File: config.mk
export PLATFORM = sky130hd
export DESIGN_NAME = rdz_isqrt
export DESIGN_NICKNAME = d
export VERILOG_FILES = /design/src/hw/rtl/rdz_pkg.sv /design/src/hw/rtl/rdz_isqrt.sv
export SDC_FILE = /design/constraint.sdc
export NUM_CORES = 1
export LEC_CHECK = 0
export BUFFER_PORTS_ARGS = -buffer_cell sky130_fd_sc_hd__buf_2
export CELL_PAD_IN_SITES_DETAIL_PLACEMENT = 0
export CELL_PAD_IN_SITES_GLOBAL_PLACEMENT = 1
export CORE_MARGIN = 1.5
export CORE_UTILIZATION = 45
export CTS_BUF_LIST = sky130_fd_sc_hd__clkbuf_16
export CTS_CLUSTER_DIAMETER = 100
export CTS_CLUSTER_SIZE = 16
export DETAILED_ROUTE_END_ITERATION = 6
export HOLD_SLACK_MARGIN = 0.02
export PLACE_DENSITY_LB_ADDON = 0.1
export RECOVER_POWER = 50
export SLEW_MARGIN = 10
export SYNTH_ARGS = -nofsm -noshare
export SYNTH_HDL_FRONTEND = slang
export SYNTH_SLANG_ARGS = --single-unit
File: constraint.sdc
create_clock -name clk -period 2.5 [get_ports clk]
set_input_delay 0.375 -clock clk [delete_from_list [all_inputs] [get_ports clk]]
set_output_delay 0.375 -clock clk [all_outputs]
set_load 0.01 [all_outputs]
File: src/hw/rtl/rdz_pkg.sv
// ----------------------------------------------------------------------------
// Radial dead-zone filter package
// Shared constants, register indexes and pipeline types.
// ----------------------------------------------------------------------------
package rdz_pkg;

  localparam int RDZ_AXIS_BITS = 16;
  localparam int RDZ_DZ_RESET = 8000;
  localparam int RDZ_FS_RESET = 30000;

  localparam logic REG_DEAD_ZONE = 1'b0;
  localparam logic REG_FULL_SCALE = 1'b1;

  typedef struct packed {
    logic valid;
    logic zero;
    logic neg_x;
    logic neg_y;
  } rdz_tag_t;

  function automatic int rdz_latency(input int axis_bits);
    return 2 * axis_bits + 7;
  endfunction

endpackage

File: src/hw/rtl/rdz_isqrt.sv
// ----------------------------------------------------------------------------
// Pipelined integer square root
// One result bit per register stage, floor of the square root.
// ----------------------------------------------------------------------------
module rdz_isqrt #(
  parameter int AXIS_BITS = 16
) (
  input  logic                     clk,
  input  logic [2*AXIS_BITS+1:0]   value,
  output logic [AXIS_BITS:0]       root
);
  import rdz_pkg::*;

  localparam int SQW = 2 * AXIS_BITS + 2;
  localparam int LW = AXIS_BITS + 1;

  logic [SQW-1:0] rem_q [1:AXIS_BITS+1];
  logic [LW-1:0] root_q [1:AXIS_BITS+1];

  for (genvar g = 0; g <= AXIS_BITS; g++) begin : g_stage
    localparam int K = AXIS_BITS - g;
    logic [SQW-1:0] rem_in;
    logic [LW-1:0] root_in;
    logic [SQW-1:0] trial;

    if (g == 0) begin : g_first
      assign rem_in = value;
      assign root_in = '0;
    end else begin : g_rest
      assign rem_in = rem_q[g];
      assign root_in = root_q[g];
    end

    assign trial = (SQW'(root_in) << (K + 1)) + (SQW'(1) << (2 * K));

    always_ff @(posedge clk) begin
      if (rem_in >= trial) begin
        rem_q[g+1] <= rem_in - trial;
        root_q[g+1] <= root_in | (LW'(1) << K);
      end else begin
        rem_q[g+1] <= rem_in;
        root_q[g+1] <= root_in;
      end
    end
  end

  assign root = root_q[AXIS_BITS+1];

endmodule

==> run metrics <==
DIE AREA=59,200 um^2; Fillers=4,939; vias in the first global route=18,700; met2 WL=29,900 um; CTS Buf Count=49; DR WL/cell=16.2 um; Die X=243 um; Storage cell area=14,000 um^2; global-route wire length before repair=96,600 um; CP Capture Type=flop; Worst Tran Pin Value=0.625 ns; Total GRT Usage=20.1%; Core Region=56,700 um^2; DRT Pass-1 Iters=5; Setup Skew=0.0328 ns; Pwr per Cell Area=1130 nW/um^2; flop2flop setup slack=-0.09 ns; Clk pin slew, worst setup/hold paths=0.07 ns; max-slew violations=0; IO Port Bufs=51; relative slew slack=58.0%; Syn Inst Count=2,551; syn_nets=2,752; Final setup viols=9; Detail Route Antenna Nets=0; Worst EP required=3.02 ns; Worst Reg-to-Reg Cells=10; initial DRC count=906; Rows=87; Routed met1 length=27,400 um; violated checks=negative setup slack; vias per cell=5.03; H-tree depth=2; initial antenna violation count=0; leakage power total=14.4 nW; Critical path origin=root_q[2][57]$_DFF_P_; Setup CP Type=reg -> reg; Die Ht=243 um; DRC Markers=0; Final WS setup=-0.0927 ns; Main synth FF type=dfxtp_1; largest net degree at the start of global routing=25; Max VDD drop=0.610 mV; area added between synthesis and finish=24.7%; Placer Congestion=0.866; #FFs+latches synth=697; commonest non-fill, non-tap cells in the layout=dfxtp_1 (673), buf_4 (312), inv_1 (195); Layout Utilization=57.1%; startpoint types=flop; Mean Syn Cell Area=10.2 um^2; post-DP HPWL=46,500 um; clock sink total=697; unrepaired setup endpoints after global routing=true; I/O pin cnt=52; Hold Path Class=reg -> reg; vias=18,700; Peak Freq=0.386 GHz; Netlist Area Pre-Place=26,000 um^2; nets=3,169; Arr. time, crit path=3.11 ns; sequential area share after synthesis=53.7%; share of cells above drive strength 1=22.3%; Tcrit/Tclk final=104%; Worst-Skew Late Latency=0.63 ns; Synth async-reset ratio=0%; CP max FO=6; Initial Utilization=45.8%; reg2reg end=rem_q[3][29]$_DFF_P_; met3 wire len=1820 um; Hold Path Depth=0; Pwr Total=0.0367 W; total of max-cap violations=0; clock buffer depth=3; ant diodes=0; Post-synth EDFFs=0; top layer in use=met4; Worst R2R Start=root_q[2][57]$_DFF_P_; Remaining Overflow, GRT=0; Distinct cells, synth=78; footprint of the multi-input gates=12,300 um^2; yosys warns=0; Hold Fails Final Rpt=0; final WL=60,500 um; clock period minus worst slack=2.59 ns; status=complete, but fails checks; clk root buf=clkbuf_16; most common cell after layout, fill and taps aside=dfxtp_1; hold_sp=root_q[2][41]$_DFF_P_; Worst Hold End=root_q[2][58]$_DFF_P_; CTS tree=done
cells in the mapped netlist, types with 5 or more instances:
master	instances	share of area, %
o211ai_1	11	0.32
or3_1	24	0.58
a211oi_1	20	0.58
xnor2_1	120	4.0
mux2_2	19	0.82
nand3b_1	9	0.26
a31oi_1	6	0.14
o31ai_1	17	0.49
nor4b_1	17	0.57
nor2_1	135	2.0
o41ai_1	7	0.24
nand4_1	29	0.70
and4_1	9	0.30
o21ai_1	5	0.096
or4_1	15	0.43
nor3b_1	6	0.17
dfxtp_1	697	54
nor4_1	71	1.7
ha_1	166	8.0
and2_1	10	0.24
nand4b_1	7	0.24
buf_2	15	0.29
mux2i_1	12	0.46
clkbuf_1	18	0.26
and3_1	12	0.29
a21oi_1	138	2.7
nand3_1	39	0.75
o2111ai_1	5	0.17
or2_2	12	0.29
nand2_1	183	2.6
o21a_1	29	0.84
nor2b_1	19	0.46
o21ai_0	155	3.0
a21o_1	32	0.93
nor3_1	65	1.3
inv_1	201	2.9
nand2b_1	34	0.82
a311oi_1	5	0.17
xor2_1	101	3.4
a2111oi_0	5	0.17
metal layers:
metal	GRT usage [%]	vias to the layer above
met4	4.79	0
li1	-	9644
met1	25.8	8748
met2	35.5	250
met3	2.80	90
met5	0	-
power by group:
group          leakage (nW)  total, W  switching, W  internal (W)
clock                 0.654   0.00733       0.00371       0.00362
combinational          7.96    0.0133       0.00660       0.00668
sequential             5.84    0.0161       0.00225        0.0139
critical path: stages, from the launching register on:
cell	delay, ns
dfxtp_2	0.34
inv_2	0.04
ha_4	0.27
nor4b_4	0.19
nand2_1	0.11
or3_4	0.36
a2111o_1	0.46
a211oi_2	0.25
buf_4	0.18
nand4b_1	0.13
xnor2_1	0.16
what timing repair did:
| item | 4_1_cts | 5_1_grt |
|---|---|---|
| buffers inserted | 8 | 22 |
| hold endpoints to repair | 35 | 0 |
| cloned | 0 | 1 |
| gates resized for setup | 92 | 179 |
| endpoints found under the setup margin | 144 | 182 |
| pin swaps | 27 | 47 |
| hold buffers | 35 | 0 |
metrics by stage:
step	setup WS (ns)	instances	area (um^2)	TNS (ns)	hold slack (ns)
floorplan	0.0210	2551	26000	0	0.322
global placement	-0.392	3611	29200	-9.79	0.335
detailed placement	-0.370	3611	29200	-13.95	0.337
CTS	-0.0266	3707	31400	-0.0968	0.335
global route	-0.268	3727	32400	-4.39	0.344
finish	-0.0927	3727	32400	-0.482	0.344
cell families (layout without fill, tap and decap cells):
family	after synthesis	in the layout	share of synthesized area [%]
AOI/OAI and AO/OA	477	477	11.4
xor gates and xnor gates	221	221	7.45
adders and majority gates	166	166	8.00
buffers and inverters	244	664	3.76
DFF	697	697	53.7
muxes	31	31	1.29
and+or+nand+nor	715	715	14.4
sequential cells by signal, indices dropped and copies added (netlist names):
name and count:
rem_q 544, root_q 153
layout make-up:
cell class / count / share of cell area (%)
Timing Repair Buffer: 408 / 9.53
Clock buffer: 49 / 3.79
Sequential cell: 697 / 43.2
Clock inverter: 5 / 0.355
Multi-Input combinational cell: 1610 / 37.8
Tap cell: 756 / 2.92
Inverter: 202 / 2.39
how the worst max path moves through the flow:
stage	endpoint	slack, ns	depth (start not counted)
3_5_place_dp	rem_q[2][31]$_DFF_P_	-0.37	7
3_3_place_gp	rem_q[3][92]$_DFF_P_	-0.39	9
2_1_floorplan	rem_q[3][29]$_DFF_P_	0.02	9
6_report	rem_q[3][29]$_DFF_P_	-0.09	10
4_1_cts	rem_q[3][134]$_DFF_P_	-0.03	11
5_1_grt	rem_q[3][26]$_DFF_P_	-0.27	9
Note: power is estimated with default switching activity, not from simulation.
