===== src/hw/rtl/rdz_pkg.sv =====
// ----------------------------------------------------------------------------
// Radial dead-zone filter package
// Shared constants, register indexes and pipeline types.
// ----------------------------------------------------------------------------
package rdz_pkg;

  localparam int RDZ_AXIS_BITS = 16;
  localparam int RDZ_DZ_RESET = 8000;
  localparam int RDZ_FS_RESET = 30000;

  localparam logic REG_DEAD_ZONE = 1'b0;
  localparam logic REG_FULL_SCALE = 1'b1;

  typedef struct packed {
    logic valid;
    logic zero;
    logic neg_x;
    logic neg_y;
  } rdz_tag_t;

  function automatic int rdz_latency(input int axis_bits);
    return 2 * axis_bits + 7;
  endfunction

endpackage


===== src/hw/rtl/rdz_div.sv =====
// ----------------------------------------------------------------------------
// Pipelined restoring divider
// Divides a product scaled to 1.0 by the scale denominator, one quotient bit
// per register stage.
// ----------------------------------------------------------------------------
module rdz_div #(
  parameter int AXIS_BITS = 16
) (
  input  logic                   clk,
  input  logic [2*AXIS_BITS:0]   dividend,
  input  logic [2*AXIS_BITS:0]   divisor,
  output logic [AXIS_BITS-1:0]   quotient
);
  import rdz_pkg::*;

  localparam int PW = 2 * AXIS_BITS + 1;
  localparam int DW = 3 * AXIS_BITS;

  logic [DW-1:0] rem_q [1:AXIS_BITS];
  logic [PW-1:0] den_q [1:AXIS_BITS];
  logic [AXIS_BITS-1:0] quo_q [1:AXIS_BITS];

  for (genvar j = 0; j < AXIS_BITS; j++) begin : g_stage
    localparam int K = AXIS_BITS - 1 - j;
    logic [DW-1:0] rem_in;
    logic [PW-1:0] den_in;
    logic [AXIS_BITS-1:0] quo_in;
    logic [DW-1:0] sub;

    if (j == 0) begin : g_first
      assign rem_in = DW'(dividend) << (AXIS_BITS - 1);
      assign den_in = divisor;
      assign quo_in = '0;
    end else begin : g_rest
      assign rem_in = rem_q[j];
      assign den_in = den_q[j];
      assign quo_in = quo_q[j];
    end

    assign sub = DW'(den_in) << K;

    always_ff @(posedge clk) begin
      den_q[j+1] <= den_in;
      if (rem_in >= sub) begin
        rem_q[j+1] <= rem_in - sub;
        quo_q[j+1] <= quo_in | (AXIS_BITS'(1) << K);
      end else begin
        rem_q[j+1] <= rem_in;
        quo_q[j+1] <= quo_in;
      end
    end
  end

  assign quotient = quo_q[AXIS_BITS];

endmodule


===== config.mk =====
export PLATFORM = sky130hd
export DESIGN_NAME = rdz_div
export DESIGN_NICKNAME = d
export VERILOG_FILES = /design/src/hw/rtl/rdz_pkg.sv /design/src/hw/rtl/rdz_div.sv
export SDC_FILE = /design/constraint.sdc
export NUM_CORES = 2
export LEC_CHECK = 0
export BUFFER_PORTS_ARGS = -buffer_cell sky130_fd_sc_hd__buf_4
export CAP_MARGIN = 20
export CORE_MARGIN = 2
export CORE_UTILIZATION = 35
export DETAILED_ROUTE_END_ITERATION = 10
export GPL_ROUTABILITY_DRIVEN = 0
export PLACE_DENSITY = 0.48
export REMOVE_ABC_BUFFERS = 1
export SLEW_MARGIN = 20
export SYNTH_ARGS = -nofsm -noshare
export SYNTH_HDL_FRONTEND = slang
export SYNTH_SLANG_ARGS = --single-unit

===== constraint.sdc =====
create_clock -name clk -period 3.12 [get_ports clk]
set_input_delay 0.468 -clock clk [delete_from_list [all_inputs] [get_ports clk]]
set_output_delay 0.468 -clock clk [all_outputs]
set_load 0.02 [all_outputs]

==> summary.md <==
| Metric | Value |
|---|---|
| Synth unique cells | `95` |
| Critical path peak fanout | `8` |
| Startpoint types | `flip-flop` |
| Largest net degree at the start of global routing | `44` |
| Starting density of the core | `0.351` |
| Data arrival, critical path | `3.91 ns` |
| Post-synth EDFFs | `0` |
| Failing checks | `negative setup slack` |
| Most frequent cell after synthesis | `dfxtp_1` |
| Worst stage delay on the critical path | `0.36 ns` |
| DIE AREA | `177000 sq um` |
| Vias per cell | `4.86` |
| Clock Latency Late Sink | `0.77 ns` |
| Antenna Nets Post-Route | `0` |
| Status | `complete, but fails checks` |
| Most used cell, CP | `buf_12` |
| Via count | `51390` |
| Top cell type's share of synthesized area | `0.405` |
| Slew HR | `0.540` |
| Tightest Pin Transition | `0.687 ns` |
| Layout cell share with drive strength beyond 1 | `0.265` |
| Kind of critical path | `reg2reg` |
| Leakage dissipation | `38.0 nW` |
| Setup Skew | `0.0248 ns` |
| Register area share after synthesis | `0.405` |
| Wirelength, routed | `166000 um` |
| I/O Buffers | `82` |
| PD cells | `1050 nW/um^2` |
| Min Hold Slack | `0.0739 ns` |
| Gr usage total | `0.180` |
| Layout filler cell count | `16512` |
| Commonest cells post-synth | `dfxtp_1 (1231), inv_1 (656), a21oi_1 (642)` |
| Max Fclk | `306 MHz` |
| Die Y | `421 um` |
| Ports | `83` |
| Buffers & Inverters on Critical Path | `4` |
| GRT Residual Overflow | `0` |
| CTS tree | `built` |
| Post-synthesis register bit count | `1231` |
| Core ar. | `173000 sq um` |
| CTS buffer count | `145` |
| Reg2reg setup slack | `-0.15 ns` |
| Mapped Cells | `6834` |
| CP delay by family, top | `compound AO/OA/AOI/OAI gates` |
| Slowest CP cell | `a221o_1` |
| Mean post-synth cell area | `8.90 sq um` |
| CTS H-tree lvls | `4` |
| Initial antenna violation count | `1` |
| Tcrit/Tclk final | `1.05` |
| Clock sinks | `1231` |
| Die W | `421 um` |
| Top_reg_cell synth | `dfxtp_1` |
| Max-slew violations | `0` |
| Max-cap violation count | `0` |
| CP Cell Sequence | `inv_1 -> ha_1 -> a21o_1 -> a221oi_4 -> o21bai_4 -> a2bb2oi_4 -> a311oi_2 -> buf_4 -> o211ai_1 -> a221o_1 -> a21oi_4 -> buf_12 -> buf_12 -> mux2_4` |
| Area of the multi-input gates | `36000 sq um` |
| Core Rows | `153` |
| Hold Violations, Final | `0` |
| FFs w/ async S/R, synth | `0` |
| CTS max path bufs | `3` |
| Synth warn | `0` |
| RSZ-0062 raised after global routing | `true` |
| Largest cells by area after synthesis | `dfxtp_1 (41%), ha_1 (11%), a21oi_1 (5.3%)` |
| VDD IR-drop max | `0.414 mV` |
| Hold crit path type | `in2reg` |
| Final #Nets | `8753` |
| Placed Cells | `10159` |
| First-pass GRT wire length | `261000 um` |
| Post-route setup slack | `-0.147 ns` |
| Count of final setup violators | `62` |
| DP HPWL | `127000 um` |
| Wirelength per Cell | `15.7 um` |
| Synthesized cell area | `60800 sq um` |
| Root buffer cell | `clkbuf_16` |
| Layout Cells excl Fill | `10583` |
| Drt pass-1 iters | `6` |
| DRC errors left | `0` |
| Finished Core Util | `0.473` |
| Final min period | `3.27 ns` |
| Crit. End Element | `flip-flop` |
| Initial DRC count | `2178` |
| Worst-path clk slew | `0.06 ns` |
| Area growth syn-to-layout | `34.7%` |
| TNS Setup | `-2.94 ns` |
| Leading area contributor after synthesis | `dfxtp_1` |
| Req. time, crit path | `3.76 ns` |
| Number of global-route vias before repair | `52836` |
| Register area | `24700 sq um` |
[final timing paths]
check,startpoint,to,cells past startpoint
worst max-delay path,den_q[0][101]$_DFF_P_,rem_q[0][205]$_DFF_P_,14
worst min-delay path,divisor[1],rem_q[0][64]$_DFF_P_,3
worst max register to register,den_q[0][101]$_DFF_P_,rem_q[0][205]$_DFF_P_,14
worst min register to register,quo_q[0][250]$_DFF_P_,quo_q[0][266]$_DFF_P_,0
[worst reg2reg max path, delay by kind of cell, from the launching register on]
kind,cells,cell delay (ns)
AOI/OAI and AO/OA,8,1.70
adders and majority gates,1,0.34
buffers and inverters,4,0.48
DFF,1,0.32
muxes,1,0.31
[where the power goes]
group          switching [mW]  total, mW  internal [mW]
clock                    6.62       16.2           9.58
combinational            23.1       46.1           23.0
sequential               3.15       23.9           20.8
[flip-flops by register name, summed over array words and instances (netlist names)]
register,count
quo_q,136
den_q,495
rem_q,600
[cell type report]
class,instances,share of cell area
multi-input cells,4775,0.439
flip-flops and latches,1231,0.302
repair buffers,1332,0.137
clock buffers,205,0.0505
well taps,2325,0.0355
inverters,659,0.0303
clock inverters,55,0.00577
diodes,1,0.0000305
[timing repair]
action / 4_1_cts / 5_1_grt
pin swaps: 141 / 201
hold buffers: 65 / 0
hold endpoints to repair: 64 / 0
setup endpoints to repair: 527 / 519
buffers inserted: 49 / 47
gates cloned: 14 / 10
gates resized for setup: 365 / 462
[cell families after synthesis]
family / share of synthesized area
mux: 0.0324
buf+inv: 0.0522
compound gates: 0.187
fa+ha+maj: 0.113
simple gates: 0.136
flops: 0.405
xor+xnor: 0.0737
[metrics by stage]
step	setup WS, ns	power [mW]	instance area [sq um]
after floorplan	-2.29	50.7	60100
after global placement	-0.808	65.5	72100
after detailed placement	-0.801	65.8	72100
after CTS	-0.280	84.7	79700
after global routing	-0.250	92.7	81900
final	-0.147	86.2	81900
[layer usage]
metal | vias up | global-route usage | share of wire
li1 | 26416 | - | -
met1 | 23500 | 0.170 | 0.36
met2 | 986 | 0.366 | 0.55
met3 | 488 | 0.0240 | 0.027
met4 | 0 | 0.102 | 0.060
met5 | - | 0 | 0
[placed cells by master (no fill, tap or decap), drive strengths merged, types with 19 or more instances in the layout]
cell	count
buf	1255
dfxtp	1231
inv	668
a21oi	647
ha	527
nand2	467
nor2	456
o21ai	424
xnor2	293
a21o	282
xor2	219
clkbuf	215
mux2	167
nand3	134
nor3	105
nand4	84
nand2b	83
nor2b	79
o21a	75
dlygate4sd3	65
o21bai	65
a31oi	58
and3	54
nor4	47
or3	43
and2	40
clkinv	36
o211ai	33
a211oi	32
o31ai	31
a21boi	24
nor3b	21
or2	19
No activity file was read; power rests on OpenSTA's default activity.
